===== config.mk =====
export PLATFORM = sky130hd
export DESIGN_NAME = pointer_piecewise_accel_carry_unit
export DESIGN_NICKNAME = d
export VERILOG_FILES = /design/src/rtl/ppac_pkg.sv /design/src/rtl/pointer_piecewise_accel_carry_unit.sv /design/src/rtl/ppac_div.sv /design/src/rtl/ppac_axis.sv
export SDC_FILE = /design/constraint.sdc
export NUM_CORES = 2
export LEC_CHECK = 0
export BUFFER_PORTS_ARGS = -buffer_cell sky130_fd_sc_hd__clkbuf_2
export CAP_MARGIN = 20
export CORE_MARGIN = 5
export CORE_UTILIZATION = 35
export CTS_BUF_LIST = sky130_fd_sc_hd__clkbuf_2
export DETAILED_ROUTE_END_ITERATION = 6
export GPL_TIMING_DRIVEN = 0
export MAX_ROUTING_LAYER = met4
export PLACE_DENSITY = 0.48
export SLEW_MARGIN = 0
export SYNTH_ARGS = -nofsm -noshare
export SYNTH_HDL_FRONTEND = slang
export SYNTH_HIERARCHICAL = 1
export SYNTH_SLANG_ARGS = --single-unit
export TNS_END_PERCENT = 30

===== constraint.sdc =====
create_clock -name clk -period 10.93 [get_ports clk]
set_input_delay 1.093 -clock clk [delete_from_list [all_inputs] [get_ports clk]]
set_output_delay 1.093 -clock clk [all_outputs]
set_load 0.1 [all_outputs]

===== src/rtl/ppac_pkg.sv =====
// Shared types and constants for the pointer acceleration block.
// No dependencies.
package ppac_pkg;

  localparam int SEGMENTS   = 4;
  localparam int SEG_W      = 2;
  localparam int SEG_CNT_W  = 3;
  localparam int TAB_W      = 64;
  localparam int FIELD_W    = 16;
  localparam int CFG_IDX_W  = 3;
  localparam int IN_W       = 16;
  localparam int OUT_W      = 24;
  localparam int SPEED_W    = 17;
  localparam int DIVS_W     = SPEED_W;
  localparam int DIVD_W     = FIELD_W + SPEED_W;
  localparam int DIV_STEPS  = DIVD_W;
  localparam int DIV_CNT_W  = 6;
  localparam int GAIN_W     = 34;
  localparam int PROD_W     = IN_W + GAIN_W;
  localparam int SUM_W      = PROD_W - 3;
  localparam int FRAC_W     = 16;
  localparam int CARRY_W    = FRAC_W + 1;

  localparam logic [GAIN_W-1:0]    GAIN_ONE        = GAIN_W'(65536);
  localparam logic [TAB_W-1:0]     BP_RESET        = 64'hFFFF_FFFF_FFFF_FFFF;
  localparam logic [TAB_W-1:0]     SLOPE_RESET     = 64'h1000_1000_1000_1000;
  localparam logic [TAB_W-1:0]     OFFSET_RESET    = 64'h0;
  localparam logic [SEG_CNT_W-1:0] SEG_COUNT_RESET = 3'd1;

  typedef enum logic [CFG_IDX_W-1:0] {
    REG_BREAKPOINT = 3'd0,
    REG_SLOPE      = 3'd1,
    REG_OFFSET     = 3'd2,
    REG_SEG_COUNT  = 3'd3,
    REG_CARRY_MODE = 3'd4
  } cfg_reg_t;

  typedef enum logic [3:0] {
    ST_IDLE,
    ST_ABS,
    ST_SPEED,
    ST_SEG,
    ST_LOAD,
    ST_DIV,
    ST_GAIN,
    ST_MUL,
    ST_SHIFT,
    ST_ACC,
    ST_FIN,
    ST_OUT
  } state_t;

  typedef struct packed {
    logic signed [IN_W-1:0] in_dx;
    logic signed [IN_W-1:0] in_dy;
    logic                   hold;
  } motion_t;

  typedef struct packed {
    logic signed [OUT_W-1:0] out_dx;
    logic signed [OUT_W-1:0] out_dy;
    logic [SEG_W-1:0]        segment_used;
  } result_t;

endpackage


===== src/rtl/pointer_piecewise_accel_carry_unit.sv =====
// Channel   Handshake            Payload
// req       req_valid/req_ready  ppac_pkg::motion_t (in_dx, in_dy, hold)
// rsp       rsp_valid/rsp_ready  ppac_pkg::result_t (out_dx, out_dy, segment_used)
// cfg       cfg_we               cfg_index, cfg_data (write only)
//
// A new report is accepted only in ST_IDLE, once the last one is through; the
// 33-step radix-2 divider for offset over speed is skipped for a zero-motion report.
// One multiplier, shifter and adder are shared by the x and y axes in turn.
// rst is synchronous; it loads the curve registers with their defaults and
// clears the carries. A stalled rsp holds one result while the next report runs.
module pointer_piecewise_accel_carry_unit (
  input  logic                             clk,
  input  logic                             rst,
  input  logic                             req_valid,
  output logic                             req_ready,
  input  ppac_pkg::motion_t                req,
  output logic                             rsp_valid,
  input  logic                             rsp_ready,
  output ppac_pkg::result_t                rsp,
  input  logic                             cfg_we,
  input  logic [ppac_pkg::CFG_IDX_W-1:0]   cfg_index,
  input  logic [ppac_pkg::TAB_W-1:0]       cfg_data
);

  localparam int FW = ppac_pkg::FIELD_W;

  ppac_pkg::state_t state, state_next;

  logic [ppac_pkg::TAB_W-1:0]      bp_tab, slope_tab, offset_tab;
  logic [ppac_pkg::SEG_CNT_W-1:0]  seg_count;
  logic                            carry_mode;

  logic signed [ppac_pkg::IN_W-1:0]     dx, dy;
  logic                                 hold;
  logic [ppac_pkg::IN_W-1:0]            ax, ay;
  logic [ppac_pkg::SPEED_W-1:0]         v5;
  logic [ppac_pkg::SEG_W-1:0]           seg;
  logic                                 off_neg;
  logic signed [ppac_pkg::GAIN_W-1:0]   gain;
  logic signed [ppac_pkg::PROD_W-1:0]   prod;
  logic signed [ppac_pkg::SUM_W-1:0]    acc;
  logic                                 axis;
  logic signed [ppac_pkg::OUT_W-1:0]    res_x, res_y;
  logic signed [ppac_pkg::CARRY_W-1:0]  carry_x, carry_y;

  logic                                 div_start, div_busy, load_rsp;
  logic [ppac_pkg::DIVD_W-1:0]          dividend, quotient;
  logic [FW-1:0]                        off_f, off_mag, slope_f;
  logic [ppac_pkg::SEG_CNT_W-1:0]       count;
  logic [ppac_pkg::SEG_W-1:0]           seg_sel;
  logic [ppac_pkg::IN_W-1:0]            big, small_c;
  logic signed [ppac_pkg::IN_W-1:0]     d_sel;
  logic signed [ppac_pkg::PROD_W-1:0]   mul_p, biased;
  logic signed [ppac_pkg::PROD_W-1:0]   sh4, sh16;
  logic signed [ppac_pkg::CARRY_W-1:0]  carry_sel, carry_new;
  logic signed [ppac_pkg::OUT_W-1:0]    axis_res;
  logic [ppac_pkg::GAIN_W-1:0]          gain_sum;

  // configuration
  always_ff @(posedge clk) begin
    if (rst) begin
      bp_tab     <= ppac_pkg::BP_RESET;
      slope_tab  <= ppac_pkg::SLOPE_RESET;
      offset_tab <= ppac_pkg::OFFSET_RESET;
      seg_count  <= ppac_pkg::SEG_COUNT_RESET;
      carry_mode <= 1'b0;
    end else if (cfg_we) begin
      unique case (ppac_pkg::cfg_reg_t'(cfg_index))
        ppac_pkg::REG_BREAKPOINT: bp_tab     <= cfg_data;
        ppac_pkg::REG_SLOPE:      slope_tab  <= cfg_data;
        ppac_pkg::REG_OFFSET:     offset_tab <= cfg_data;
        ppac_pkg::REG_SEG_COUNT:  seg_count  <= cfg_data[ppac_pkg::SEG_CNT_W-1:0];
        ppac_pkg::REG_CARRY_MODE: carry_mode <= cfg_data[0];
        default: ;
      endcase
    end
  end

  // segment search
  always_comb begin
    if (seg_count == '0) begin
      count = ppac_pkg::SEG_CNT_W'(1);
    end else if (seg_count > ppac_pkg::SEG_CNT_W'(ppac_pkg::SEGMENTS)) begin
      count = ppac_pkg::SEG_CNT_W'(ppac_pkg::SEGMENTS);
    end else begin
      count = seg_count;
    end
    seg_sel = ppac_pkg::SEG_W'(count - 1'b1);
    for (int i = ppac_pkg::SEGMENTS - 1; i >= 0; i--) begin
      if ((ppac_pkg::SEG_CNT_W'(i) < count) && (v5 <= {bp_tab[FW*i +: FW], 1'b0})) begin
        seg_sel = ppac_pkg::SEG_W'(i);
      end
    end
  end

  assign big       = (ax > ay) ? ax : ay;
  assign small_c   = (ax > ay) ? ay : ax;
  assign off_f     = offset_tab[FW*seg +: FW];
  assign off_mag   = off_f[FW-1] ? FW'(-off_f) : off_f;
  assign dividend  = {off_mag, {ppac_pkg::SPEED_W{1'b0}}};
  assign slope_f   = slope_tab[FW*seg +: FW];
  assign gain_sum  = ppac_pkg::GAIN_W'({slope_f, 4'b0000})
                   + {off_neg, quotient ^ {ppac_pkg::DIVD_W{off_neg}}}
                   + ppac_pkg::GAIN_W'(off_neg);
  assign d_sel     = axis ? dy : dx;
  assign mul_p     = d_sel * gain;
  assign biased    = prod + (prod[ppac_pkg::PROD_W-1]
                             ? (carry_mode ? ppac_pkg::PROD_W'(15) : ppac_pkg::PROD_W'(65535))
                             : '0);
  assign sh4       = biased >>> 4;
  assign sh16      = biased >>> 16;
  assign carry_sel = axis ? carry_y : carry_x;

  ppac_div u_div (
    .clk      (clk),
    .rst      (rst),
    .start    (div_start),
    .dividend (dividend),
    .divisor  (v5),
    .busy     (div_busy),
    .quotient (quotient)
  );

  ppac_axis u_axis (
    .acc        (acc),
    .touch_mode (carry_mode),
    .res        (axis_res),
    .carry_next (carry_new)
  );

  // sequencer
  always_ff @(posedge clk) begin
    if (rst) begin
      state <= ppac_pkg::ST_IDLE;
    end else begin
      state <= state_next;
    end
  end

  always_comb begin
    state_next = state;
    req_ready  = 1'b0;
    div_start  = 1'b0;
    load_rsp   = 1'b0;
    unique case (state)
      ppac_pkg::ST_IDLE: begin
        req_ready = 1'b1;
        if (req_valid) state_next = ppac_pkg::ST_ABS;
      end
      ppac_pkg::ST_ABS:   state_next = ppac_pkg::ST_SPEED;
      ppac_pkg::ST_SPEED: state_next = ppac_pkg::ST_SEG;
      ppac_pkg::ST_SEG:   state_next = ppac_pkg::ST_LOAD;
      ppac_pkg::ST_LOAD: begin
        if (v5 != '0) begin
          div_start  = 1'b1;
          state_next = ppac_pkg::ST_DIV;
        end else begin
          state_next = ppac_pkg::ST_GAIN;
        end
      end
      ppac_pkg::ST_DIV: begin
        if (!div_busy) state_next = ppac_pkg::ST_GAIN;
      end
      ppac_pkg::ST_GAIN:  state_next = ppac_pkg::ST_MUL;
      ppac_pkg::ST_MUL:   state_next = ppac_pkg::ST_SHIFT;
      ppac_pkg::ST_SHIFT: state_next = ppac_pkg::ST_ACC;
      ppac_pkg::ST_ACC:   state_next = ppac_pkg::ST_FIN;
      ppac_pkg::ST_FIN: begin
        state_next = axis ? ppac_pkg::ST_OUT : ppac_pkg::ST_MUL;
      end
      ppac_pkg::ST_OUT: begin
        if (!rsp_valid || rsp_ready) begin
          load_rsp   = 1'b1;
          state_next = ppac_pkg::ST_IDLE;
        end
      end
      default: state_next = ppac_pkg::ST_IDLE;
    endcase
  end

  // datapath
  always_ff @(posedge clk) begin
    unique case (state)
      ppac_pkg::ST_IDLE: begin
        if (req_valid) begin
          dx   <= req.in_dx;
          dy   <= req.in_dy;
          hold <= req.hold;
        end
      end
      ppac_pkg::ST_ABS: begin
        ax <= dx[ppac_pkg::IN_W-1] ? ppac_pkg::IN_W'(-dx) : dx;
        ay <= dy[ppac_pkg::IN_W-1] ? ppac_pkg::IN_W'(-dy) : dy;
      end
      ppac_pkg::ST_SPEED: v5 <= {big, 1'b0} + {1'b0, small_c};
      ppac_pkg::ST_SEG:   seg <= seg_sel;
      ppac_pkg::ST_LOAD:  off_neg <= off_f[FW-1];
      ppac_pkg::ST_GAIN: begin
        gain <= (v5 == '0) ? ppac_pkg::GAIN_ONE : gain_sum;
        axis <= 1'b0;
      end
      ppac_pkg::ST_MUL:   prod <= mul_p;
      ppac_pkg::ST_SHIFT: begin
        acc <= carry_mode ? sh4[ppac_pkg::SUM_W-1:0] : sh16[ppac_pkg::SUM_W-1:0];
      end
      ppac_pkg::ST_ACC: begin
        if (carry_mode) acc <= acc + ppac_pkg::SUM_W'(carry_sel);
      end
      ppac_pkg::ST_FIN: begin
        axis <= 1'b1;
        if (axis) begin
          res_y <= hold ? '0 : axis_res;
        end else begin
          res_x <= hold ? '0 : axis_res;
        end
      end
      default: ;
    endcase
  end

  // kept fractions
  always_ff @(posedge clk) begin
    if (rst) begin
      carry_x <= '0;
      carry_y <= '0;
    end else if (state == ppac_pkg::ST_FIN && carry_mode && !hold) begin
      if (axis) begin
        carry_y <= carry_new;
      end else begin
        carry_x <= carry_new;
      end
    end
  end

  // result beat register
  always_ff @(posedge clk) begin
    if (rst) begin
      rsp_valid <= 1'b0;
    end else if (load_rsp) begin
      rsp_valid <= 1'b1;
    end else if (rsp_ready) begin
      rsp_valid <= 1'b0;
    end
  end

  always_ff @(posedge clk) begin
    if (load_rsp) begin
      rsp.out_dx       <= res_x;
      rsp.out_dy       <= res_y;
      rsp.segment_used <= seg;
    end
  end

endmodule


===== src/rtl/ppac_div.sv =====
// Radix-2 restoring divider, one quotient bit per cycle.
// Depends on ppac_pkg.
module ppac_div (
  input  logic                           clk,
  input  logic                           rst,
  input  logic                           start,
  input  logic [ppac_pkg::DIVD_W-1:0]    dividend,
  input  logic [ppac_pkg::DIVS_W-1:0]    divisor,
  output logic                           busy,
  output logic [ppac_pkg::DIVD_W-1:0]    quotient
);

  logic [ppac_pkg::DIVS_W-1:0]      rem;
  logic [ppac_pkg::DIVD_W-1:0]      quo;
  logic [ppac_pkg::DIV_CNT_W-1:0]   cnt;
  logic [ppac_pkg::DIVS_W:0]        rem_sh;
  logic [ppac_pkg::DIVS_W:0]        diff;
  logic                             ge;

  assign rem_sh   = {rem, quo[ppac_pkg::DIVD_W-1]};
  assign ge       = rem_sh >= {1'b0, divisor};
  assign diff     = rem_sh - {1'b0, divisor};
  assign quotient = quo;

  always_ff @(posedge clk) begin
    if (rst) begin
      busy <= 1'b0;
      cnt  <= '0;
    end else if (start) begin
      busy <= 1'b1;
      cnt  <= '0;
    end else if (busy) begin
      cnt <= cnt + 1'b1;
      if (cnt == ppac_pkg::DIV_CNT_W'(ppac_pkg::DIV_STEPS - 1)) begin
        busy <= 1'b0;
      end
    end
  end

  always_ff @(posedge clk) begin
    if (start) begin
      rem <= '0;
      quo <= dividend;
    end else if (busy) begin
      rem <= ge ? diff[ppac_pkg::DIVS_W-1:0] : rem_sh[ppac_pkg::DIVS_W-1:0];
      quo <= {quo[ppac_pkg::DIVD_W-2:0], ge};
    end
  end

endmodule


===== src/rtl/ppac_axis.sv =====
// Per-axis output stage: whole/fraction split with carry in touch mode, and saturation.
// Depends on ppac_pkg.
module ppac_axis (
  input  logic signed [ppac_pkg::SUM_W-1:0]   acc,
  input  logic                                touch_mode,
  output logic signed [ppac_pkg::OUT_W-1:0]   res,
  output logic signed [ppac_pkg::CARRY_W-1:0] carry_next
);

  localparam int WHOLE_W = ppac_pkg::SUM_W - ppac_pkg::FRAC_W;

  logic signed [WHOLE_W-1:0]          whole;
  logic signed [ppac_pkg::SUM_W-1:0]  whole_q4;
  logic                               round_up;

  function automatic logic signed [ppac_pkg::OUT_W-1:0] sat_out(
    input logic signed [ppac_pkg::SUM_W-1:0] v
  );
    logic hi_ones;
    logic hi_zeros;
    hi_ones  = &v[ppac_pkg::SUM_W-1:ppac_pkg::OUT_W-1];
    hi_zeros = ~(|v[ppac_pkg::SUM_W-1:ppac_pkg::OUT_W-1]);
    if (hi_ones || hi_zeros) begin
      return v[ppac_pkg::OUT_W-1:0];
    end else if (v[ppac_pkg::SUM_W-1]) begin
      return {1'b1, {(ppac_pkg::OUT_W-1){1'b0}}};
    end else begin
      return {1'b0, {(ppac_pkg::OUT_W-1){1'b1}}};
    end
  endfunction

  // toward-zero split: negative sums with a fraction round the whole part up
  always_comb begin
    round_up   = acc[ppac_pkg::SUM_W-1] & (|acc[ppac_pkg::FRAC_W-1:0]);
    whole      = acc[ppac_pkg::SUM_W-1:ppac_pkg::FRAC_W] + WHOLE_W'(round_up);
    carry_next = {round_up, acc[ppac_pkg::FRAC_W-1:0]};
    whole_q4   = {{(ppac_pkg::SUM_W - WHOLE_W - 4){whole[WHOLE_W-1]}}, whole, 4'b0000};
    res        = touch_mode ? sat_out(whole_q4) : sat_out(acc);
  end

endmodule


Yosys cells after proc, flatten, opt, wreduce, memory -nomap -nowiden

Cells that the tools add are included.
W data, S select, Z words.

Word-level logic and storage cells: 167
Output and inout bits: 52
Bits in read-only memories: 0
Memories: 0
Bits in writable memories: 0
Bits in latches: 0
Bits of input ports: 105
Flip-flop bits (word level): 607

Reductions and logical operators: 39
$lt $le $gt $ge: 11
Divide/modulo/power cells: 0
Add/subtract/negate cells: 12
$mul: 1
Equal/unequal tests: 20
Multiplexer cells: 43
Bitwise logic cells: 5
Shift-type cells: 2

Operators with widths:

| kind               | count |
|---|---|
| $mux W24           | 6 |
| $shiftx A64 B7 Y16 | 2 |
| $mux W16           | 6 |
| $pmux W47 S2       | 1 |
| $le A17 B17 Y1     | 4 |
| $mux W33           | 2 |
| $add A50 B16 Y50   | 1 |
| $mul A16 B34 Y50   | 1 |
| $neg A16 Y16       | 3 |
| $pmux W4 S12       | 1 |
| $add A47 B17 Y47   | 1 |
| $mux W47           | 1 |
| $mux W45           | 1 |
| $add A20 B34 Y34   | 1 |
| $add A34 B1 Y34    | 1 |
| $mux W17           | 2 |
| $xor A33 B33 Y33   | 1 |
| $add A31 B1 Y31    | 1 |
| $mux W15           | 2 |
| $reduce_and A24 Y1 | 1 |
| $reduce_or A24 Y1  | 1 |
| $reduce_and A2 Y1  | 11 |
| $ge A18 B17 Y1     | 1 |
| $add A17 B16 Y17   | 1 |
| other kinds (36)   | 80 |

Longest topological paths before layout

Depth after elaboration: 9
Depth in mapped cells: 28
Depth with buffers taken out: 26

Cells and area by module

The synthesis kept the hierarchy.

Modules (own cells, without submodules):

| module                             | cells each | area each (sq um) | instances |
|---|---|---|---|
| pointer_piecewise_accel_carry_unit | 4983       | 47063.9           | 1 |
| ppac_div                           | 329        | 3450.8            | 1 |
| ppac_axis                          | 221        | 1549.0            | 1 |

Worst setup path after synthesis

Ideal clock, no wire load.

Path kind: reg2reg
Start point: register axis
End point: register prod[46] in the netlist's numbering (data pin)
Arrival: 6.715 ns
Library setup time: 0.260 ns
Stages on the path, launching flop included: 24
Path slack: 3.955 ns
Cells stage by stage: edfxtp_1 clkbuf_1 mux2i_1 clkbuf_1 nor2_1 fa_1 fa_1 fa_1 fa_1 fa_1 inv_1 fa_1 inv_1 ha_1 a21oi_1 o21bai_1 a21o_1 a2111oi_0 or3_1 o2111ai_1 and3_1 and4_1 nor3_1 xnor2_1

Longest elaborated chain between the ends: 2

Ends and longest elaborated chain:

| item                     | line                                      | text |
|---|---|---|
| from (decl)              | pointer_piecewise_accel_carry_unit.sv:42  | `logic axis;` |
| from (signal assigned)   | pointer_piecewise_accel_carry_unit.sv:200 | `axis <= 1'b0;` |
| from (signal assigned)   | pointer_piecewise_accel_carry_unit.sv:210 | `axis <= 1'b1;` |
| $mux W16                 | pointer_piecewise_accel_carry_unit.sv:105 | `assign d_sel = axis ? dy : dx;` |
| $mul A16 B34 Y50         | pointer_piecewise_accel_carry_unit.sv:106 | `assign mul_p = d_sel * gain;` |
| named net mul_p, one bit | pointer_piecewise_accel_carry_unit.sv:53  | `logic signed [ppac_pkg::PROD_W-1:0] mul_p, biased;` |
| to (signal assigned)     | pointer_piecewise_accel_carry_unit.sv:202 | `ppac_pkg::ST_MUL: prod <= mul_p;` |
| to (decl)                | pointer_piecewise_accel_carry_unit.sv:40  | `logic signed [ppac_pkg::PROD_W-1:0] prod;` |

The timed path passes the listed nets, and every way through them passes these cells.
A chain may end at the register's enable or synchronous reset.

Worst setup path after layout

Start point: register axis
End point: register prod[47] in the netlist's numbering (data pin)

The elaborated chain is that of the path after synthesis.

==> impl.org <==
** Place
- OpenSTA, run right after detailed placement, puts the worst setup slack at 1950 ps.
- The HPWL after detailed placement is 138 mm.
- Buffers placed on the I/O ports in this run total 156.
- Final estimated routing congestion in global placement :: 0.946

** Worst setup path
- Slowest library cell on the worst path :: o21ai_1
- STA puts the critical path data required time at 12130 ps.
- The worst register-to-register path begins at axis$_DFFE_PP_.
- The critical path starts at axis$_DFFE_PP_.
- Cell breakdown of the critical path :: clkbuf_1 -> o21ai_1 -> clkbuf_1 -> nand2_1 -> inv_1 -> fa_1 -> fa_1 -> fa_1 -> fa_1 -> fa_1 -> inv_1 -> fa_1 -> inv_1 -> ha_1 -> clkbuf_1 -> a21oi_1 -> o21bai_1 -> a21oi_1 -> nor2_1 -> o21ai_0 -> nand2_1 -> a2111oi_0 -> a21oi_1 -> xor2_1
- In this design, the stage delay of the slowest critical-path cell is 970 ps.
- Data arrives at the worst endpoint at 10230 ps.
- The critical path contains buffers and inverters numbering 6 combined.
- The critical path in this run is classified as flip-flop to flip-flop.
- In this design, the critical path's most frequently occurring cell is fa_1.
- The kind of cell with the highest combined delay along the critical path is adder cells.
- Kind of start point of the critical path :: flip-flop
- In this run the worst path has a maximum fanout of 10.
- Kind of end point of the critical path :: flip-flop

** Hold path
- The startpoint identified for the worst hold timing path is req[30].
- Type of the tightest min-delay check :: input pin to flip-flop

** Logic synthesis
- Sequential area share after synthesis :: 29.4%
- Cell variety after synth :: 103
- In the synthesized netlist the dominant register cell turns out to be edfxtp_1.
- Post-Syn Area :: 52100 µm²
- During synthesis, Yosys emitted a total of 6 warnings.
- Counting flops with a built-in enable in the synthesized netlist gives 348.
- In this run the biggest area consumer among cell types represents 20.1% of the synthesized area.
- Syn_area_per_cell :: 9.41 µm²
- Synthesis inferred 591 register bits.
- Dominant cell by count in the synthesized netlist :: nand2_1
- The largest total area in the synthesized netlist belongs to edfxtp_1.
- Top area cells in the synthesized netlist :: edfxtp_1, fa_1, dfxtp_1, ha_1, nand2_1
- In the synthesized netlist, the cells that appear most often are nand2_1, inv_1, fa_1.
- Cell count after synthesis :: 5533
- Share of async-settable or async-resettable flops after synthesis :: 0%

** Final layout
- Compared with the post-synthesis result, the final layout area differs by 12.0%.
- After the last flow step, the layout net total stands at 6925.
- Fill count :: 15200
- Cells fill 39.4% of the core in the end.
- Ratio of cells with drive above 1 in the final layout :: 10.9%

** Clock tree
- Clock buffers created by TritonCTS :: 165
- Clk Tree Root Cell :: clkbuf_2
- Clock network latency to the later pin of the worst-skew pair :: 1550 ps
- Clock-pin slew of the registers on the worst-case setup and hold paths :: 100 ps
- Number of sinks on the clock net :: 591
- CTS tree :: done
- CTS H-tree depth :: 4
- CTS-repair resized insts :: 0
- Buffers from clock root to sink, at most :: 3

** Timing
- Slew Viols, Final :: 0
- Subtracting the final worst setup slack from the clock period gives 9030 ps.
- Largest clock skew in the final design :: 156 ps
- Max-slew headroom at the worst pin :: 21.8%
- Endpoints failing hold :: 0
- Final worst path period share :: 82.6%
- Fmax :: 111 MHz
- Setup violations remaining at the end of the flow were counted as 0.
- Unrepaired setup endpoints after global routing :: false
- Setup slack on the critical path of the routed design comes to 1900 ps.
- Final-layout setup total negative slack :: 0 ps
- At the pin with the least slew margin, the transition time is 1140 ps.

** Routing
- Using the TritonRoute via totals, the vias-per-cell ratio works out to 5.07.
- DRT iter0 DRCs :: 2486
- Remaining antenna violation count :: 0
- Detailed-router iteration count before antenna repair :: 6
- Routed WL per cell :: 21.2 µm
- Final WL :: 171 mm
- After detailed routing, the number of remaining DRC violations is 0.
- Number of vias in the routed layout :: 40900

** Global routing
- Maximum number of pins on one net before global-route repair :: 37
- Number of global-route vias before repair :: 42400
- Antenna violations before repair :: 7
- Gr ovfl total :: 0
- All-Layer GR Usage :: 22.3%
- The first global-routing pass estimated 260 mm of wire.

** Pwr
- Leakage power :: 25.2 nW
- Worst IR Drop VDD :: 357 µV
- Power comes to 17.9 mW.
- Power density of the placed cells :: 307 nW/µm²

** Floorplanning
- In this run the core area contains 141 standard-cell rows.
- Die H :: 396 µm
- The core region is 148000 µm².
- The initial utilization of the core area, before any placement, comes to 35.2%.
- Pin placement for this block handled 157 I/O pins.
- DIE AREA :: 157000 µm²
- X dimension of the die :: 396 µm

** Run
- Total of max-cap violations :: 0

** Outcome
- Outcome :: finished clean
==> worst register-to-register path, stage by stage (launching register included) <==
cell and delay (ps):
edfxtp_1 410, clkbuf_1 340, o21ai_1 980, clkbuf_1 790
nand2_1 220, inv_1 160, fa_1 580, fa_1 970
fa_1 540, fa_1 480, fa_1 540, inv_1 50
fa_1 520, inv_1 40, ha_1 270, clkbuf_1 230
a21oi_1 240, o21bai_1 90, a21oi_1 240, nor2_1 80
o21ai_0 160, nand2_1 80, a2111oi_0 450, a21oi_1 150
xor2_1 150
==> metal layers <==
metal,routed length (µm),share of wire (%),global-route usage (%)
met1,75300,44,28.6
met2,79900,47,35.9
met3,8880,5.2,3.43
met4,6500,3.8,8.38
met5,0,0,-
==> registers in the layout, summed over array words and instances (netlist names), 4 cells and up <==
| signal | count |
|---|---|
| rsp | 50 |
| offset_tab | 64 |
| u_div/quotient | 33 |
| res_x | 24 |
| acc | 47 |
| ay | 16 |
| state | 4 |
| gain | 34 |
| u_div/cnt | 6 |
| dx | 16 |
| carry_x | 17 |
| carry_y | 17 |
| v5 | 17 |
| dy | 16 |
| u_div/rem | 17 |
| bp_tab | 48 |
| prod | 50 |
| ax | 16 |
| slope_tab | 64 |
| res_y | 24 |
==> placed cells by master, fill, tap and decap left out, types with 16 or more instances in the layout <==
cell type,instances
a211o_1,53
a211oi_1,23
a21o_1,77
a21oi_1,379
a31oi_1,16
and2_1,192
and3_1,27
buf_4,19
clkbuf_1,228
clkbuf_2,388
clkinv_1,26
conb_1,17
dfxtp_1,243
dlygate4sd3_1,113
edfxtp_1,348
fa_1,517
ha_1,300
inv_1,746
mux2_2,80
mux2i_1,35
mux4_2,32
nand2_1,810
nand2b_1,37
nand3_1,70
nand3b_1,16
nand4_1,61
nor2_1,270
nor2b_1,93
nor3_1,29
nor4_1,29
o211ai_1,16
o21a_1,43
o21ai_0,153
o21bai_1,24
o31ai_1,26
or2_2,22
or3_1,17
xnor2_1,162
xor2_1,114
==> power by group <==
group          switching [mW]  internal (mW)
Combinational            7.88           5.16
Clock                    1.02          0.659
Sequential              0.123           3.08
==> final timing paths <==
path	endpoint	slack [ps]	cells past startpoint
max	prod[47]$_DFFE_PP_	1900	24
min	dx[13]$_DFFE_PP_	260	2
max reg2reg	prod[47]$_DFFE_PP_	1900	24
min reg2reg	rsp[11]$_DFFE_PP_	410	0
==> per-stage QoR <==
stage | hold WS [ps] | cell area (µm²) | std cells
finish | 261 | 58300 | 8060
global route | 122 | 58300 | 8058
CTS | 2.23 | 58300 | 8050
detailed placement | 405 | 55600 | 7653
global placement | 401 | 55300 | 7635
floorplan | 400 | 52100 | 5549
==> kinds of logic after synthesis <==
kind of cell	count (synthesis)	synth area share (%)
other	1	0.00720
and+or+nand+nor	1730	15.6
buffers and inverters	1026	7.65
adders and majority gates	817	27.1
AOI/OAI and AO/OA	944	11.8
DFF	591	29.4
xor gates and xnor gates	276	4.64
muxes	148	3.81
==> timing repair <==
item                      CTS  global route
hold endpoints to repair  221             0
hold buffers              113             0
buffers inserted            0             0
==> final cells by class <==
type	count	area, µm²	share of cell area, %
antenna	10	25.0	0.0429
sequential	591	15300	26.3
buffer	279	1180	2.02
multi-input combinational	3932	32900	56.4
timing repair buffer	287	2180	3.75
inverter	747	2800	4.81
tap	1930	2410	4.14
clock inverter	53	359	0.616
clock buffer	231	1160	1.98
Note: power is estimated with default switching activity, not from simulation.
